--- src/sv/beq_pkg.sv ---
`default_nettype none
package beq_pkg;

   localparam int TIME_W     = 32;
   localparam int HOLD_W     = 16;
   localparam int DEBOUNCE_W = 8;
   localparam int EVENT_W    = 3;
   localparam int CSR_DATA_W = 32;
   localparam int CSR_ADDR_W = 4;
   localparam int REG_IDX_W  = 2;

   // Event codes.
   localparam logic [EVENT_W-1:0] EV_NONE         = 3'd0;
   localparam logic [EVENT_W-1:0] EV_DELETE_LONG  = 3'd1;
   localparam logic [EVENT_W-1:0] EV_PLAY_LONG    = 3'd2;
   localparam logic [EVENT_W-1:0] EV_RECORD_SHORT = 3'd3;
   localparam logic [EVENT_W-1:0] EV_PLAY_SHORT   = 3'd4;

   // Register indexes, taken from paddr[3:2].
   localparam logic [REG_IDX_W-1:0] REG_DELETE_HOLD = 2'd0;
   localparam logic [REG_IDX_W-1:0] REG_PLAY_HOLD   = 2'd1;
   localparam logic [REG_IDX_W-1:0] REG_DEBOUNCE    = 2'd2;

   // Reset values of the registers.
   localparam logic [HOLD_W-1:0]     DELETE_HOLD_RESET = 16'd2000;
   localparam logic [HOLD_W-1:0]     PLAY_HOLD_RESET   = 16'd1000;
   localparam logic [DEBOUNCE_W-1:0] DEBOUNCE_RESET    = 8'd30;

   typedef struct packed {
      logic [HOLD_W-1:0]     delete_hold_ms;
      logic [HOLD_W-1:0]     play_hold_ms;
      logic [DEBOUNCE_W-1:0] debounce_ms;
   } cfg_type;

   typedef struct packed {
      logic [TIME_W-1:0] press_start;
      logic              armed;
      logic              fired;
   } hold_state_type;

   typedef struct packed {
      logic [TIME_W-1:0] change_time;
      logic              stable_level;
   } edge_state_type;

   typedef struct packed {
      hold_state_type delete_trk;
      hold_state_type play_trk;
      edge_state_type record_edge;
      edge_state_type play_edge;
   } state_type;

   typedef struct packed {
      hold_state_type st;
      logic           fire;
   } hold_result_type;

   typedef struct packed {
      edge_state_type st;
      logic           fire;
   } edge_result_type;

endpackage
`default_nettype wire

--- src/sv/beq_if.sv ---
`default_nettype none
interface beq_req_if;
   import beq_pkg::*;

   logic              valid;
   logic              ready;
   logic [TIME_W-1:0] now_ms;
   logic              record_level;
   logic              play_level;
   logic              delete_level;

   modport source(output valid, now_ms, record_level, play_level, delete_level,
                  input ready);
   modport sink(input valid, now_ms, record_level, play_level, delete_level,
                output ready);
endinterface

interface beq_rsp_if;
   import beq_pkg::*;

   logic               valid;
   logic               ready;
   logic [EVENT_W-1:0] event_code;

   modport source(output valid, event_code, input ready);
   modport sink(input valid, event_code, output ready);
endinterface
`default_nettype wire

--- src/sv/beq_csr.sv ---
`default_nettype none
module beq_csr (
   input  wire logic                           clock,
   input  wire logic                           reset,
   input  wire logic                           csr_psel,
   input  wire logic                           csr_penable,
   input  wire logic                           csr_pwrite,
   input  wire logic [beq_pkg::CSR_ADDR_W-1:0] csr_paddr,
   input  wire logic [beq_pkg::CSR_DATA_W-1:0] csr_pwdata,
   output logic      [beq_pkg::CSR_DATA_W-1:0] csr_prdata,
   output logic                                csr_pready,
   output beq_pkg::cfg_type                    cfg
);
   import beq_pkg::*;

   cfg_type              cfg_ff;
   cfg_type              cfg_in;
   logic                 wr_en;
   logic [REG_IDX_W-1:0] idx;

   assign csr_pready = 1'b1;
   assign idx        = csr_paddr[CSR_ADDR_W-1:CSR_ADDR_W-REG_IDX_W];
   assign wr_en      = csr_psel & csr_penable & csr_pwrite & csr_pready;

   always_comb begin
      cfg_in = cfg_ff;
      if (wr_en) begin
         case (idx)
            REG_DELETE_HOLD: cfg_in.delete_hold_ms = csr_pwdata[HOLD_W-1:0];
            REG_PLAY_HOLD:   cfg_in.play_hold_ms   = csr_pwdata[HOLD_W-1:0];
            REG_DEBOUNCE:    cfg_in.debounce_ms    = csr_pwdata[DEBOUNCE_W-1:0];
            default:         cfg_in = cfg_ff;
         endcase
      end
   end

   always_comb begin
      case (idx)
         REG_DELETE_HOLD: csr_prdata = {{(CSR_DATA_W-HOLD_W){1'b0}}, cfg_ff.delete_hold_ms};
         REG_PLAY_HOLD:   csr_prdata = {{(CSR_DATA_W-HOLD_W){1'b0}}, cfg_ff.play_hold_ms};
         REG_DEBOUNCE:    csr_prdata = {{(CSR_DATA_W-DEBOUNCE_W){1'b0}}, cfg_ff.debounce_ms};
         default:         csr_prdata = '0;
      endcase
   end

   always_ff @(posedge clock) begin
      if (reset) begin
         cfg_ff.delete_hold_ms <= DELETE_HOLD_RESET;
         cfg_ff.play_hold_ms   <= PLAY_HOLD_RESET;
         cfg_ff.debounce_ms    <= DEBOUNCE_RESET;
      end else begin
         cfg_ff <= cfg_in;
      end
   end

   assign cfg = cfg_ff;

endmodule
`default_nettype wire

--- src/sv/beq_eval.sv ---
`default_nettype none
module beq_eval (
   input  wire beq_pkg::cfg_type           cfg,
   input  wire beq_pkg::state_type         st,
   input  wire logic [beq_pkg::TIME_W-1:0] now_ms,
   input  wire logic                       record_level,
   input  wire logic                       play_level,
   input  wire logic                       delete_level,
   output beq_pkg::state_type              st_next,
   output logic      [beq_pkg::EVENT_W-1:0] event_code
);
   import beq_pkg::*;

   // One long-press tracker step; the level is active low.
   function automatic hold_result_type hold_step(hold_state_type t, logic level,
                                                 logic [TIME_W-1:0] now,
                                                 logic [HOLD_W-1:0] hold);
      hold_result_type   r;
      logic [TIME_W-1:0] start;
      logic              fired0;
      logic [TIME_W-1:0] diff;
      r      = '{st: t, fire: 1'b0};
      start  = t.armed ? t.press_start : now;
      fired0 = t.armed & t.fired;
      diff   = now - start;
      if (!level) begin
         r.fire           = !fired0 && (diff >= {{(TIME_W-HOLD_W){1'b0}}, hold});
         r.st.armed       = 1'b1;
         r.st.press_start = start;
         r.st.fired       = fired0 | r.fire;
      end else begin
         r.st.armed = 1'b0;
         r.st.fired = 1'b0;
      end
      return r;
   endfunction

   // One debounced edge step; only a change to low reports an edge.
   function automatic edge_result_type edge_step(edge_state_type e, logic level,
                                                 logic [TIME_W-1:0] now,
                                                 logic [DEBOUNCE_W-1:0] deb);
      edge_result_type   r;
      logic [TIME_W-1:0] diff;
      r    = '{st: e, fire: 1'b0};
      diff = now - e.change_time;
      if ((level != e.stable_level) && (diff > {{(TIME_W-DEBOUNCE_W){1'b0}}, deb})) begin
         r.st.change_time  = now;
         r.st.stable_level = level;
         r.fire            = !level;
      end
      return r;
   endfunction

   hold_result_type del_r;
   hold_result_type ply_r;
   edge_result_type rec_e;
   edge_result_type ply_e;

   always_comb begin
      del_r = hold_step(st.delete_trk, delete_level, now_ms, cfg.delete_hold_ms);
      ply_r = hold_step(st.play_trk, play_level, now_ms, cfg.play_hold_ms);
      rec_e = edge_step(st.record_edge, record_level, now_ms, cfg.debounce_ms);
      ply_e = edge_step(st.play_edge, play_level, now_ms, cfg.debounce_ms);

      // Later checks only commit their state when no earlier check fired.
      st_next            = st;
      st_next.delete_trk = del_r.st;
      event_code         = EV_NONE;
      if (del_r.fire) begin
         event_code = EV_DELETE_LONG;
      end else begin
         st_next.play_trk = ply_r.st;
         if (ply_r.fire) begin
            event_code = EV_PLAY_LONG;
         end else begin
            st_next.record_edge = rec_e.st;
            if (rec_e.fire) begin
               event_code = EV_RECORD_SHORT;
            end else begin
               st_next.play_edge = ply_e.st;
               if (ply_e.fire) begin
                  event_code = EV_PLAY_SHORT;
               end
            end
         end
      end
   end

endmodule
`default_nettype wire

--- src/sv/button_event_qualifier.sv ---
// Each accepted item passes the input register and then the result register before it is taken.
// Throughput: one item per cycle while the receiver takes results; the tracker state is
// updated by the evaluation logic between the input register and the result register.
// A stalled result holds while one more item waits in the input register.
// Synchronous reset empties both registers, restores the trackers to released
// and unarmed, and loads the hold and debounce registers with 2000, 1000 and 30.
`default_nettype none
module button_event_qualifier (
   input  wire logic                           clock,
   input  wire logic                           reset,
   beq_req_if.sink                             req,
   beq_rsp_if.source                           rsp,
   input  wire logic                           csr_psel,
   input  wire logic                           csr_penable,
   input  wire logic                           csr_pwrite,
   input  wire logic [beq_pkg::CSR_ADDR_W-1:0] csr_paddr,
   input  wire logic [beq_pkg::CSR_DATA_W-1:0] csr_pwdata,
   output logic      [beq_pkg::CSR_DATA_W-1:0] csr_prdata,
   output logic                                csr_pready
);
   import beq_pkg::*;

   cfg_type cfg;

   // Input register: holds one accepted poll item until it can be evaluated.
   logic              in_valid_ff;
   logic              in_valid_in;
   logic [TIME_W-1:0] in_now_ff;
   logic              in_record_ff;
   logic              in_play_ff;
   logic              in_delete_ff;

   // Result register.
   logic               out_valid_ff;
   logic               out_valid_in;
   logic [EVENT_W-1:0] out_event_ff;

   // Tracker and detector state.
   state_type          st_ff;
   state_type          st_in;
   state_type          st_eval;
   logic [EVENT_W-1:0] event_eval;

   logic advance;
   logic accept;

   beq_csr u_csr (
      .clock      (clock),
      .reset      (reset),
      .csr_psel   (csr_psel),
      .csr_penable(csr_penable),
      .csr_pwrite (csr_pwrite),
      .csr_paddr  (csr_paddr),
      .csr_pwdata (csr_pwdata),
      .csr_prdata (csr_prdata),
      .csr_pready (csr_pready),
      .cfg        (cfg)
   );

   beq_eval u_eval (
      .cfg         (cfg),
      .st          (st_ff),
      .now_ms      (in_now_ff),
      .record_level(in_record_ff),
      .play_level  (in_play_ff),
      .delete_level(in_delete_ff),
      .st_next     (st_eval),
      .event_code  (event_eval)
   );

   // The held item moves into the result register whenever that register
   // is empty or its item is being taken this cycle. The state is committed
   // at the same edge, so the next item is evaluated against it.
   assign advance   = in_valid_ff & (~out_valid_ff | rsp.ready);
   assign req.ready = ~in_valid_ff | advance;
   assign accept    = req.valid & req.ready;

   assign in_valid_in  = accept | (in_valid_ff & ~advance);
   assign out_valid_in = advance | (out_valid_ff & ~rsp.ready);
   assign st_in        = advance ? st_eval : st_ff;

   always_ff @(posedge clock) begin
      if (reset) begin
         in_valid_ff  <= 1'b0;
         out_valid_ff <= 1'b0;
      end else begin
         in_valid_ff  <= in_valid_in;
         out_valid_ff <= out_valid_in;
      end
   end

   // Payload registers need no reset.
   always_ff @(posedge clock) begin
      if (accept) begin
         in_now_ff    <= req.now_ms;
         in_record_ff <= req.record_level;
         in_play_ff   <= req.play_level;
         in_delete_ff <= req.delete_level;
      end
      if (advance) begin
         out_event_ff <= event_eval;
      end
   end

   // The trackers start released and unarmed, with zero time stamps.
   always_ff @(posedge clock) begin
      if (reset) begin
         st_ff.delete_trk  <= '{press_start: '0, armed: 1'b0, fired: 1'b0};
         st_ff.play_trk    <= '{press_start: '0, armed: 1'b0, fired: 1'b0};
         st_ff.record_edge <= '{change_time: '0, stable_level: 1'b1};
         st_ff.play_edge   <= '{change_time: '0, stable_level: 1'b1};
      end else begin
         st_ff <= st_in;
      end
   end

   assign rsp.valid      = out_valid_ff;
   assign rsp.event_code = out_event_ff;

endmodule
`default_nettype wire

--- src/flat_wrapper.sv ---
// flat-port wrapper written by rule: the top's interface ports become plain ports
module button_event_qualifier_flat import beq_pkg::*;
  (clock, reset, csr_psel, csr_penable, csr_pwrite, csr_paddr, csr_pwdata, csr_prdata, csr_pready, req_valid, req_now_ms, req_record_level, req_play_level, req_delete_level, req_ready, rsp_valid, rsp_event_code, rsp_ready);
  beq_req_if req_i ();
  beq_rsp_if rsp_i ();
  input  wire logic clock;
  input  wire logic reset;
  input  wire logic csr_psel;
  input  wire logic csr_penable;
  input  wire logic csr_pwrite;
  input  wire logic [beq_pkg::CSR_ADDR_W-1:0] csr_paddr;
  input  wire logic [beq_pkg::CSR_DATA_W-1:0] csr_pwdata;
  output logic      [beq_pkg::CSR_DATA_W-1:0] csr_prdata;
  output logic csr_pready;
  input wire logic [$bits(req_i.valid)-1:0] req_valid;
  input wire logic [$bits(req_i.now_ms)-1:0] req_now_ms;
  input wire logic [$bits(req_i.record_level)-1:0] req_record_level;
  input wire logic [$bits(req_i.play_level)-1:0] req_play_level;
  input wire logic [$bits(req_i.delete_level)-1:0] req_delete_level;
  output wire logic [$bits(req_i.ready)-1:0] req_ready;
  output wire logic [$bits(rsp_i.valid)-1:0] rsp_valid;
  output wire logic [$bits(rsp_i.event_code)-1:0] rsp_event_code;
  input wire logic [$bits(rsp_i.ready)-1:0] rsp_ready;
  assign req_i.valid = req_valid;
  assign req_i.now_ms = req_now_ms;
  assign req_i.record_level = req_record_level;
  assign req_i.play_level = req_play_level;
  assign req_i.delete_level = req_delete_level;
  assign req_ready = req_i.ready;
  assign rsp_valid = rsp_i.valid;
  assign rsp_event_code = rsp_i.event_code;
  assign rsp_i.ready = rsp_ready;
  button_event_qualifier u_core (.clock(clock), .reset(reset), .req(req_i), .rsp(rsp_i), .csr_psel(csr_psel), .csr_penable(csr_penable), .csr_pwrite(csr_pwrite), .csr_paddr(csr_paddr), .csr_pwdata(csr_pwdata), .csr_prdata(csr_prdata), .csr_pready(csr_pready));
endmodule
--- config.mk ---
export PLATFORM = sky130hd
export DESIGN_NAME = button_event_qualifier_flat
export DESIGN_NICKNAME = d
export VERILOG_FILES = /design/src/sv/beq_pkg.sv /design/src/sv/beq_if.sv /design/src/sv/beq_csr.sv /design/src/sv/beq_eval.sv /design/src/sv/button_event_qualifier.sv /design/src/flat_wrapper.sv
export SDC_FILE = /design/constraint.sdc
export NUM_CORES = 1
export LEC_CHECK = 0
export BUFFER_PORTS_ARGS = -buffer_cell sky130_fd_sc_hd__buf_2
export CAP_MARGIN = 20
export CORE_MARGIN = 2
export CORE_UTILIZATION = 33
export CTS_CLUSTER_DIAMETER = 50
export DETAILED_ROUTE_END_ITERATION = 12
export PLACE_DENSITY_LB_ADDON = 0.12
export SKIP_LAST_GASP = 1
export SYNTH_ARGS = -nofsm -noshare
export SYNTH_HDL_FRONTEND = slang
export SYNTH_HIERARCHICAL = 1
export SYNTH_SLANG_ARGS = --single-unit
export TNS_END_PERCENT = 1
--- constraint.sdc ---
create_clock -name clock -period 7.9 [get_ports clock]
set_input_delay 0 -clock clock [delete_from_list [all_inputs] [get_ports clock]]
set_output_delay 0 -clock clock [all_outputs]
set_load 0.01 [all_outputs]
# == Yosys cells after proc, flatten, opt, wreduce, memory -nomap -nowiden ==
# Cells that the tools add are included.
# op_classes
reduce_logical,18
n_eq_ne,4
bitwise_logic,23
addsub,4
order_cmp,4
muxes,12
# ops
op,count
$sub A32 B32 Y32,4
$ge A32 B16 Y1,2
$gt A32 B8 Y1,2
$mux W32,2
$pmux W16 S3,1
$reduce_and A2 Y1,5
$not A1 Y1,9
$and A1 B1 Y1,8
$mux W2,4
$or A1 B1 Y1,6
$reduce_and A5 Y1,1
$logic_and A1 B1 Y1,4
$logic_not A1 Y1,4
$mux W1,4
$reduce_and A4 Y1,1
$mux W3,1
$reduce_and A3 Y1,1
$reduce_or A3 Y1,1
$eq A2 B1 Y1 const B,1
$eq A2 B2 Y1 const B,1
$logic_not A2 Y1,1
$ne A1 B1 Y1,2
# totals
output_inout_bits,38
input_bits,78
ff_bits,214
word_cells,86

# == Depth between registers and ports, before layout ==
# Gate-level depths: netlist of run 1.
# logic_depth
ltp_word,7
ltp_mapped,29
mapped_depth_nobuf,25

# == Hierarchy ==
# Netlist of run 1, hierarchy kept.
# modules_own_cells
module,cells_each,area_each_um2,n_inst,seq_area_each_um2
beq_eval,1749,12085.3,1,0.0
button_event_qualifier,629,7191.9,1,3863.7
beq_csr,226,2087.0,1,800.8

# == Worst setup path after synthesis of run 1 ==
# No wires, ideal clock.
# synth_path
path_kind,flip-flop to flip-flop
from,register u_core/st_ff[101] (netlist name)
to,register u_core/st_ff[57] (netlist name)
slack_ns,2.066
n_path_buf,3
synth_period_minus_slack_ns,5.834
setup_time_ns,0.121
required_time_ns,7.779
t_arrival_ns,5.713
path_stages_with_launch,28
cell_sequence,dfxtp_1 -> clkbuf_1 -> buf_1 -> nand2_1 -> o21ai_0 -> ha_1 -> inv_1 -> fa_1 -> a211oi_1 -> o21ai_0 -> a22oi_1 -> nand2_1 -> xor2_1 -> ha_1 -> o21ai_0 -> a21oi_1 -> a22oi_1 -> o311ai_0 -> nor4_1 -> nand4_1 -> nor4b_1 -> and4_1 -> nor2_1 -> nor4_2 -> buf_4 -> mux2_2 -> nand2b_1 -> mux2i_1
# synth_via
elab_chain_len,7
word_cells_on_any_way,9
classes_between,add/sub: 1; order compare: 1; mux: 2; bitwise: 2; reduce/logical: 3
# synth_lines
item,line,text
start: declaration,button_event_qualifier.sv:39,state_type st_ff;
start signal: assignment,button_event_qualifier.sv:113,st_ff <= st_in;
$mux W32,beq_eval.sv:23,start = t.armed ? t.press_start : now;
$sub A32 B32 Y32,beq_eval.sv:25,diff = now - start;
$ge A32 B16 Y1,beq_eval.sv:27,"r.fire = !fired0 && (diff >= {{(TIME_W-HOLD_W){1'b0}}, hold});"
$logic_and A1 B1 Y1 (*),beq_eval.sv:27,
$mux W1 (*),beq_eval.sv:26,if (!level) begin
$not A1 Y1 (no source line) (*),n/a,
$reduce_and A4 Y1 (no source line) (*),n/a,
# Every way passes the cells marked *; elsewhere a longest branch is shown, timed or not.
# A chain may end at the register's enable or synchronous reset.

# == Final worst setup path of run 1 ==
# layout_path
from,register u_core/st_ff[67] (netlist name)
to,register u_core/st_ff[1] (netlist name)
# layout_via
elab_chain_len,7
word_cells_on_any_way,9
classes_between,add/sub: 1; order compare: 1; mux: 2; bitwise: 2; reduce/logical: 3
# layout_lines
item,line
$mux W32,beq_eval.sv:23
$sub A32 B32 Y32,beq_eval.sv:25
$ge A32 B16 Y1,beq_eval.sv:27
$logic_and A1 B1 Y1 (*),beq_eval.sv:27
$mux W1 (*),beq_eval.sv:26
$not A1 Y1 (no source line) (*),n/a
$reduce_and A5 Y1 (no source line) (*),n/a
# Marks and branches as above.

==> out/qor.csv, run 1 <==
metric,value,unit
WP data arrival,7190,ps
clock-pin slew on the worst setup and hold paths,60,ps
crit share post-route,85.6,%
Slew Limit Fails,0,
P_leak,9.40,nW
Die W,258,um
CTS resizes,0,
relative slew slack,27.2,%
CTS root buf,clkbuf_16,
Cell variety after synth,93,
maximum vdd drop,0.169,mV
post-synth design cell area,21400,sq um
Post-CTS Setup Inserts,0,
ant diodes,0,
Int Pwr,2.83,mW
Post-synth EDFFs,38,
Worst setup SP type,register,
clock sink count,214,
drt first pass iters,5,
Worst setup EP type,register,
largest net degree at the start of global routing,138,
DRC,0,
DR iter-0 viols,1120,
dpl ws,1090,ps
Slew @ Worst Pin,1090,ps
total gr overflow,0,
Hold Crit Class,input pin to register,
gr usage total,20.7,%
layout cells sized above 1,11.9,%
CTS tree,yes,
initial core utilization,33.3,%
Detail Route Antenna Nets,0,
number of global-route vias before repair,19000,
CORE AREA,64200,sq um
I/O Buffers,80,
post-detail-place hpwl,53300,um
Die Area,66800,sq um
Syn Inst Count,2604,
WP data required,8320,ps
Final min period,6760,ps
setup_tns,0,ps
Worst Clk Skew,49.5,ps
Via density,5.35,
GP Congestion,0.915,
Final Setup Violations,0,
Sw Share,34.3,%
Reg power frac,27.6,%
"FFs w/ async S/R, synth",0,%
Die H,258,um
CP Class,register to register,
status,finished clean,
final wirelength,70900,um
# Max-Cap Violations,0,
synthesized flop and latch total,214,
H-tree levels,2,
Core Rows,93,
post-synthesis sequential area ratio,21.8,%
Gate power share,27.1,%
Setup WS post-layout,1140,ps
Max Freq,0.148,GHz
initial antenna violation count,2,
warning count from the yosys run,6,
Nets,2953,
Power Dens Cells,175,nW/um^2
"Clk Latency, worst-skew pair",590,ps
post-DR wirelength/cell,19.7,um
net switching power,1.48,mW
top_reg_cell synth,dfxtp_1,
Fin. Hold Viols,0,
clk buf depth,3,
"Power, Total",4.31,mW
Vias,19200,
Syn-to-layout area delta,15.4,%
RSZ-0062 raised after global routing,false,
IO Count,116,
Clock Power Share,45.3,%
CTS buffer count,46,
Avg Inst Size Synth,8.20,sq um
CP Max Fanout,32,
first-pass GRT wire length,109000,um
==> worst max-delay path, cell delays in order, from the launching register on <==
cell	delay, ps
dfxtp_2	630
mux2i_1	340
ha_1	330
a21oi_1	190
o21ai_0	230
o31ai_1	570
a21oi_1	120
nand2b_1	210
xor2_1	170
ha_1	300
a21o_1	180
a21oi_1	250
o32ai_1	140
a311o_1	290
nor4_1	140
nor4b_1	350
nand4_1	240
o21ai_0	510
nand3_1	230
a211oi_4	330
buf_12	290
mux2_2	370
nand2b_1	80
mux2i_1	70
==> power groups by stage <==
| stage | logic, mW | clock network [mW] | registers, mW |
|---|---|---|---|
| finish | 1.17 | 1.95 | 1.19 |
| floorplan | 0.841 | 0 | 1.19 |
| detailed placement | 1.14 | 0 | 1.21 |
| global placement | 1.13 | 0 | 1.21 |
| global route | 1.29 | 2.06 | 1.19 |
| CTS | 1.17 | 2.01 | 1.19 |
==> flip-flops by register name (all words and copies together), names as in the netlist <==
register	cells
u_core/in_play_ff	1
u_core/in_delete_ff	1
u_core/in_record_ff	1
u_core/st_ff	134
u_core/rsp.valid	1
u_core/in_now_ff	32
u_core/in_valid_ff	1
u_core/u_csr/cfg	40
u_core/rsp.event_code	3
==> cell type report <==
type                    instances  area (sq um)
fillers                      6636         39600
multi-input cells            2119         15500
flip-flops and latches        214          4670
repair buffers                183          1390
clock buffers                  58          1280
well taps                     855          1070
inverters                     133           499
clock inverters                27           282
==> worst paths after layout <==
kind | startpoint | to | slack (ps) | cells past startpoint
setup / recovery | u_core/st_ff[67]$_SDFFE_PP0P_ | u_core/st_ff[1]$_SDFFE_PP0P_ | 1140 | 23
hold / removal | csr_pwrite | u_core/u_csr/cfg[10]$_SDFFE_PP0P_ | 70 | 4
setup reg to reg | u_core/st_ff[67]$_SDFFE_PP0P_ | u_core/st_ff[1]$_SDFFE_PP0P_ | 1140 | 23
hold reg to reg | u_core/st_ff[90]$_SDFFE_PP0P_ | u_core/st_ff[90]$_SDFFE_PP0P_ | 480 | 2
==> kinds of logic after synthesis <==
family / share of synthesized area, %
fa+ha+maj: 10.6
buf+inv: 6.14
xor+xnor: 3.48
compound gates: 17.4
mux: 17.9
simple gates: 22.6
other cells: 0.0352
flops: 21.8
==> placed cells by master (no fill, tap or decap), types with 8 or more instances in the layout <==
cell           instances
a2111oi_0             10
a211oi_1              23
a21o_1                36
a21oi_1              195
a31oi_1               25
and2_1                15
and3_1                11
and4_1                 8
buf_2                 79
buf_4                 35
clkbuf_16             48
conb_1                17
dfxtp_1              174
dlygate4sd3_1         64
edfxtp_1              38
ha_1                 174
inv_1                133
mux2_2                71
mux2_4                26
mux2i_1              260
nand2_1              160
nand2b_1             319
nand3_1               37
nand4_1               50
nor2_1               171
nor2b_1               16
nor3_1                33
nor4_1                22
o2111ai_1              9
o211ai_1              26
o21a_1                31
o21ai_0               99
o21bai_1              12
o22ai_1               12
o31ai_1               10
or2_2                  8
or3_1                 13
xnor2_1               55
xor2_1                30
==> metrics by stage <==
| stage | utilization, % | cell area, sq um | hold WS [ps] | instances |
|---|---|---|---|---|
| after detailed placement | 35.0 | 22500 | 179 | 3440 |
| after global routing | 38.4 | 24700 | 86.9 | 3589 |
| after global placement | 35.0 | 22500 | 180 | 3440 |
| after floorplan | - | 21400 | 98.9 | 2619 |
| after CTS | 38.4 | 24700 | 38.8 | 3589 |
| final | 38.4 | 24700 | 74.9 | 3589 |
==> cell usage after synthesis, types with 14 or more instances <==
master    count  area share [%]
nand2b_1    319             9.3
mux2i_1     260              12
a21oi_1     196             4.6
dfxtp_1     176              16
ha_1        174              10
nor2_1      172             3.0
nand2_1     160             2.8
inv_1       133             2.3
o21ai_0      99             2.3
clkbuf_1     94             1.7
mux2_2       71             3.7
xnor2_1      55             2.3
nand4_1      50             1.5
edfxtp_1     38             5.3
nand3_1      37            0.87
a21o_1       36             1.3
nor3_1       33            0.77
o21a_1       32             1.1
buf_4        30             1.1
xor2_1       30             1.2
mux2_4       26             1.8
o211ai_1     26            0.91
a31oi_1      25            0.73
a211oi_1     23            0.81
nor4_1       22            0.64
nor2b_1      17            0.50
and2_1       15            0.44
buf_2        14            0.33
==> routing by layer <==
layer  share of wire [%]  vias up  wire [um]  GRT usage (%)
met5                   0        -          0              0
met4                 2.2        0       1540           5.36
met3                 2.9       84       2080           2.02
met2                  48      288      34200           36.3
met1                  47     9280      33100           27.0
li1                    -     9534          -              -
==> what timing repair did <==
| action | in CTS | in global routing |
|---|---|---|
| hold buffers | 64 | 0 |
| setup endpoints to repair | 0 | 0 |
| endpoints found under the hold margin | 79 | 0 |
No activity file was read; power rests on OpenSTA's default activity.
==> run 2: changes to the inputs <==
--- a/config.mk
+++ b/config.mk
@@ -8,7 +8,7 @@
 export BUFFER_PORTS_ARGS = -buffer_cell sky130_fd_sc_hd__buf_2
 export CAP_MARGIN = 20
 export CORE_MARGIN = 2
-export CORE_UTILIZATION = 33
+export CORE_UTILIZATION = 55
 export CTS_CLUSTER_DIAMETER = 50
 export DETAILED_ROUTE_END_ITERATION = 12
 export PLACE_DENSITY_LB_ADDON = 0.12
==> constraint.sdc (replaced) <==
create_clock -name clock -period 7.1 [get_ports clock]
set_input_delay 0 -clock clock [delete_from_list [all_inputs] [get_ports clock]]
set_output_delay 0 -clock clock [all_outputs]
set_load 0.01 [all_outputs]
==> out/qor.csv, run 2 (synthesis results as in run 1) <==
metric,value,unit,change
status,finished clean,,
Final Setup Violations,0,,unchanged
# Max-Cap Violations,0,,unchanged
Fin. Hold Viols,0,,unchanged
Detail Route Antenna Nets,0,,unchanged
initial antenna violation count,0,,-2
post-detail-place hpwl,45800,um,-14%
Worst Hold Launch,reset,,
CP max stage cell,dfxtp_2,,
CTS tree,yes,,
WP data required,7480,ps,-840 ps
WP data arrival,6970,ps,-220 ps
Nets,2933,,-0.68%
number of global-route vias before repair,19100,,+0.58%
CTS resizes,0,,unchanged
H-tree levels,2,,unchanged
WHS Endpoint,u_core/rsp.valid$_SDFF_PP0_,,
CP max stage delay,580,ps,-50 ps
gr usage total,30.5,%,+9.8 points
DRC,0,,unchanged
Int Pwr,3.05,mW,+7.9%
"commonest non-fill, non-tap cell in the layout",nand2b_1,,
I/O Buffers,80,,unchanged
Slew Limit Fails,0,,unchanged
Post-CTS Setup Inserts,0,,unchanged
"Clk Latency, worst-skew pair",560,ps,-30 ps
CP Class,register to register,,
clock sink count,214,,unchanged
r2r setup slk,510,ps,-620 ps
initial core utilization,55.5,%,+22 points
most frequent cells in the layout,"nand2b_1 (319), mux2i_1 (260), a21oi_1 (195)",,
net switching power,1.53,mW,+3.3%
ant diodes,0,,unchanged
crit-path most repeated cell,o21ai_0,,
Core Rows,72,,-23%
CTS root buf,clkbuf_16,,
CTS buffer count,39,,-15%
post-DR wirelength/cell,19.5,um,-1.2%
IO Count,116,,unchanged
Die H,201,um,-22%
P_leak,9.27,nW,-1.3%
Final min period,6590,ps,-177 ps
# hold bufs at CTS,61,,-4.7%
Largest Register,u_core/st_ff,,
layout cells sized above 1,11.3,%,-0.58 points
clock-pin slew on the worst setup and hold paths,60,ps,about the same
Clock Power Share,43.3,%,-2.0 points
Reg power frac,29.2,%,+1.6 points
worst r2r src,u_core/st_ff[67]$_SDFFE_PP0P_,,
Slew @ Worst Pin,1050,ps,-43.6 ps
maximum vdd drop,0.197,mV,+17%
CP Max Fanout,32,,unchanged
CORE AREA,38500,sq um,-40%
Die Area,40400,sq um,-39%
drt first pass iters,5,,unchanged
Hold Crit Class,input pin to register,,
Largest register FFs,134,,unchanged
Crit Reg-Reg Endpoint,u_core/st_ff[3]$_SDFFE_PP0P_,,
relative slew slack,30.1,%,+2.9 points
Syn-to-layout area delta,12.1,%,
RSZ-0062 raised after global routing,false,,
clk buf depth,3,,unchanged
Worst setup EP type,register,,
Fill cells,3434,,-48%
Sw Share,33.4,%,-0.97 points
largest net degree at the start of global routing,184,,+33%
Worst Clk Skew,23.6,ps,-25.9 ps
Vias,19500,,+1.6%
crit share post-route,92.8,%,+7.2 points
GP Congestion,0.938,,+2.6%
DR iter-0 viols,1154,,+3.0%
total gr overflow,0,,unchanged
setup_tns,0,ps,unchanged
Via density,6.05,,+13%
Power Dens Cells,191,nW/um^2,+9.5%
"Power, Total",4.58,mW,+6.3%
Die W,201,um,-22%
first-pass GRT wire length,99700,um,-8.9%
final wirelength,62900,um,-11%
Worst setup SP type,register,,
Max Freq,0.152,GHz,+2.7%
Gate power share,27.5,%,+0.4 points
R2R depth,25,,+8.7%
WHS Path Cells,2,,-2
==> run 2: worst max path at each step <==
stage | startpoint | endpoint | slack, ps
finish | u_core/st_ff[67]$_SDFFE_PP0P_ | u_core/st_ff[3]$_SDFFE_PP0P_ | 510
global route | u_core/in_now_ff[0]$_DFFE_PP_ | u_core/st_ff[3]$_SDFFE_PP0P_ | 130
global placement | u_core/st_ff[67]$_SDFFE_PP0P_ | u_core/st_ff[1]$_SDFFE_PP0P_ | 820
detailed placement | u_core/in_now_ff[0]$_DFFE_PP_ | u_core/st_ff[3]$_SDFFE_PP0P_ | 650
CTS | u_core/st_ff[67]$_SDFFE_PP0P_ | u_core/st_ff[3]$_SDFFE_PP0P_ | 600
floorplan | u_core/st_ff[101]$_SDFFE_PP0P_ | u_core/st_ff[57]$_SDFFE_PP0P_ | 1270
==> run 2: critical path, delay by kind of cell (launching register included) <==
kind / cells / cell delay (ps)
buffers and inverters: 2 / 390
AO/OA/AOI/OAI: 10 / 2760
XOR/XNOR: 1 / 170
AND/OR/NAND/NOR: 8 / 1400
flip-flops: 1 / 580
multiplexers: 2 / 460
adder cells (fa/ha/maj): 2 / 590
==> run 2: cell type report <==
cell class              count  area, sq um  share of cell area, %
clock buffers              42         1030                   4.30
clock inverters            28          329                   1.37
inverters                 133          499                   2.08
multi-input cells        2119        15500                   64.6
flip-flops and latches    214         4670                   19.5
well taps                 518          648                   2.71
repair buffers            170         1310                   5.45
==> run 2: power groups by stage <==
stage	clock [mW]	sequential [mW]	combinational, mW
final	1.98	1.34	1.26
after floorplan	0	1.33	0.936
after CTS	2.02	1.34	1.24
after detailed placement	0	1.36	1.21
after global routing	2.08	1.34	1.39
after global placement	0	1.36	1.19
==> run 2: stage by stage <==
| step | worst slack, ps | cells | hold slack (ps) | instance area, sq um | util [%] |
|---|---|---|---|---|---|
| 5_1_grt | 133 | 3224 | 130 | 24000 | 62.3 |
| 2_1_floorplan | 1270 | 2619 | 98.9 | 21400 | - |
| 6_report | 512 | 3224 | 97.1 | 24000 | 62.3 |
| 4_1_cts | 597 | 3223 | 53.8 | 23900 | 62.2 |
| 3_5_place_dp | 653 | 3092 | 178 | 22000 | 57.1 |
| 3_3_place_gp | 815 | 3092 | 177 | 22000 | 57.1 |
==> run 2: per-layer routing <==
layer  up-vias  routed length, um  track usage [%]
met4         0               2170             11.8
met1      9338              27500             38.4
li1       9502                  -                -
met5         -                  0                0
met3       123               3620             5.46
met2       539              29600             51.8
==> run 3: changes to the inputs <==
--- a/config.mk
+++ b/config.mk
@@ -8,10 +8,10 @@
 export BUFFER_PORTS_ARGS = -buffer_cell sky130_fd_sc_hd__buf_2
 export CAP_MARGIN = 20
 export CORE_MARGIN = 2
-export CORE_UTILIZATION = 55
+export CORE_UTILIZATION = 64
 export CTS_CLUSTER_DIAMETER = 50
 export DETAILED_ROUTE_END_ITERATION = 12
-export PLACE_DENSITY_LB_ADDON = 0.12
+export PLACE_DENSITY = 0.89
 export SKIP_LAST_GASP = 1
 export SYNTH_ARGS = -nofsm -noshare
 export SYNTH_HDL_FRONTEND = slang
==> out/qor.csv, run 3 (synthesis results as in run 1) <==
metric,value,unit,change
status,finished clean,,
CTS buffer count,37,,-5.1%
most frequent cells in the layout,"nand2b_1 (319), mux2i_1 (260), a21oi_1 (195)",,
Worst setup SP type,register,,
number of global-route vias before repair,19900,,+4.5%
Syn-to-layout area delta,11.3,%,
"Clk Latency, worst-skew pair",550,ps,about the same
Die W,187,um,-7.2%
# Max-Cap Violations,0,,unchanged
dpl ws,668,ps,+14.8 ps
fin util,72.7,%,+10 points
initial core utilization,65.3,%,+9.8 points
clk buf depth,3,,unchanged
Setup WS post-layout,386,ps,-126 ps
Die H,187,um,-7.2%
DRC,0,,unchanged
Fin. Hold Viols,0,,unchanged
gr usage total,35.2,%,+4.7 points
Metal-1 WL,25500,um,-7.2%
Core Rows,66,,-8.3%
Max Freq,0.149,GHz,-1.9%
CP Class,register to register,,
Power Dens Cells,188,nW/um^2,-1.7%
Worst setup EP type,register,,
clock-pin slew on the worst setup and hold paths,50,ps,about the same
CORE AREA,32700,sq um,-15%
fin area,23800,sq um,-0.72%
Vias,20400,,+4.5%
largest net degree at the start of global routing,213,,+16%
drt first pass iters,8,,+3
WP data arrival,7090,ps,+120 ps
Largest Register,u_core/st_ff,,
Slew Limit Fails,0,,unchanged
crit share post-route,94.6,%,+1.8 points
crit path launch,u_core/st_ff[67]$_SDFFE_PP0P_,,
Nets,2934,,+0.034%
GP Congestion,0.932,,-0.74%
routed wl met2,30400,um,+2.7%
sequential cell area,4670,sq um,unchanged
P_leak,9.23,nW,-0.40%
placed insts,3017,,-2.4%
WL met3,5080,um,+40%
CTS tree,yes,,
CTS root buf,clkbuf_16,,
post-route insts no fill,3147,,-2.4%
Hold WS,165,ps,+67.7 ps
Detail Route Antenna Nets,0,,unchanged
maximum vdd drop,0.229,mV,+16%
DR iter-0 viols,1759,,+52%
post-detail-place hpwl,45600,um,-0.46%
Via density,6.47,,+7.0%
first-pass GRT wire length,101000,um,+1.4%
layout cells sized above 1,11.2,%,-0.14 points
Top Layer Used,met4,,
clock sink count,214,,unchanged
Die Area,34900,sq um,-14%
final wirelength,64000,um,+1.7%
setup_tns,0,ps,unchanged
Largest register FFs,134,,unchanged
Final Setup Violations,0,,unchanged
total gr overflow,0,,unchanged
Worst Clk Skew,40.4,ps,+16.8 ps
"Power, Total",4.47,mW,-2.4%
Hold Crit Class,input pin to register,,
post-DR wirelength/cell,20.3,um,+4.2%
worst r2r src,u_core/st_ff[67]$_SDFFE_PP0P_,,
Fill cells,2468,,-28%
H-tree levels,2,,unchanged
RSZ-0062 raised after global routing,false,,
CP Max Fanout,32,,unchanged
relative slew slack,31.9,%,+1.9 points
"commonest non-fill, non-tap cell in the layout",nand2b_1,,
WP data required,7480,ps,about the same
multi-input combinational cell area,15500,sq um,unchanged
IO Count,116,,unchanged
Worst Hold Launch,csr_paddr[3],,
I/O Buffers,80,,unchanged
Slew @ Worst Pin,1020,ps,-27.9 ps
initial antenna violation count,0,,unchanged
Final min period,6710,ps,+126 ps
placed instance area,21900,sq um,-0.46%
## run 3: routing by layer
metal / vias to the layer above / track usage (%)
met5: - / 0
met3: 245 / 5.25
met4: 0 / 16.1
met2: 969 / 61.1
met1: 9667 / 42.9
li1: 9490 / -
## run 3: power breakdown
| group | internal (mW) | switching [mW] | total, mW |
|---|---|---|---|
| clock | 1.16 | 0.695 | 1.86 |
| combinational | 0.528 | 0.749 | 1.28 |
| sequential | 1.27 | 0.0635 | 1.34 |
## run 3: what timing repair did
item | in CTS | in global routing
setup buffers | 0 | 0
resized for setup | 0 | 0
hold buffers | 62 | 1
hold endpoints to repair | 77 | 16
## run 3: path summary, 6_finish.rpt
path / end / slack, ps / cells after the start
setup / recovery: u_core/st_ff[3]$_SDFFE_PP0P_ / 390 / 23
hold / removal: u_core/u_csr/cfg[2]$_SDFFE_PP1P_ / 160 / 3
setup reg to reg: u_core/st_ff[3]$_SDFFE_PP0P_ / 390 / 23
hold reg to reg: u_core/st_ff[19]$_SDFFE_PP0P_ / 490 / 2
## run 3: layout make-up
| cell class | count | share of cell area [%] |
|---|---|---|
| Antenna cell | 1 | 0.0105 |
| Clock buffer | 42 | 4.15 |
| Clock inverter | 23 | 1.17 |
| Inverter | 133 | 2.10 |
| Multi-Input combinational cell | 2119 | 65.1 |
| Sequential cell | 214 | 19.6 |
| Tap cell | 442 | 2.33 |
| Timing Repair Buffer | 173 | 5.55 |
## run 3: critical path, cell delays in order (launching register included)
cell      delay (ps)
dfxtp_2          580
mux2i_1          360
ha_1             340
a21oi_1          200
o21ai_0          150
o31ai_1          550
a21oi_1          130
nand2b_1         210
xor2_1           170
ha_1             300
a21o_1           180
a21oi_1          270
o32ai_1          150
a311o_1          290
nor4_1           160
nor4b_1          400
nand4_1          280
o21ai_0          420
nand3_1          210
a211oi_4         320
buf_12           280
mux2_2           390
nand2b_1          80
mux2i_1           70
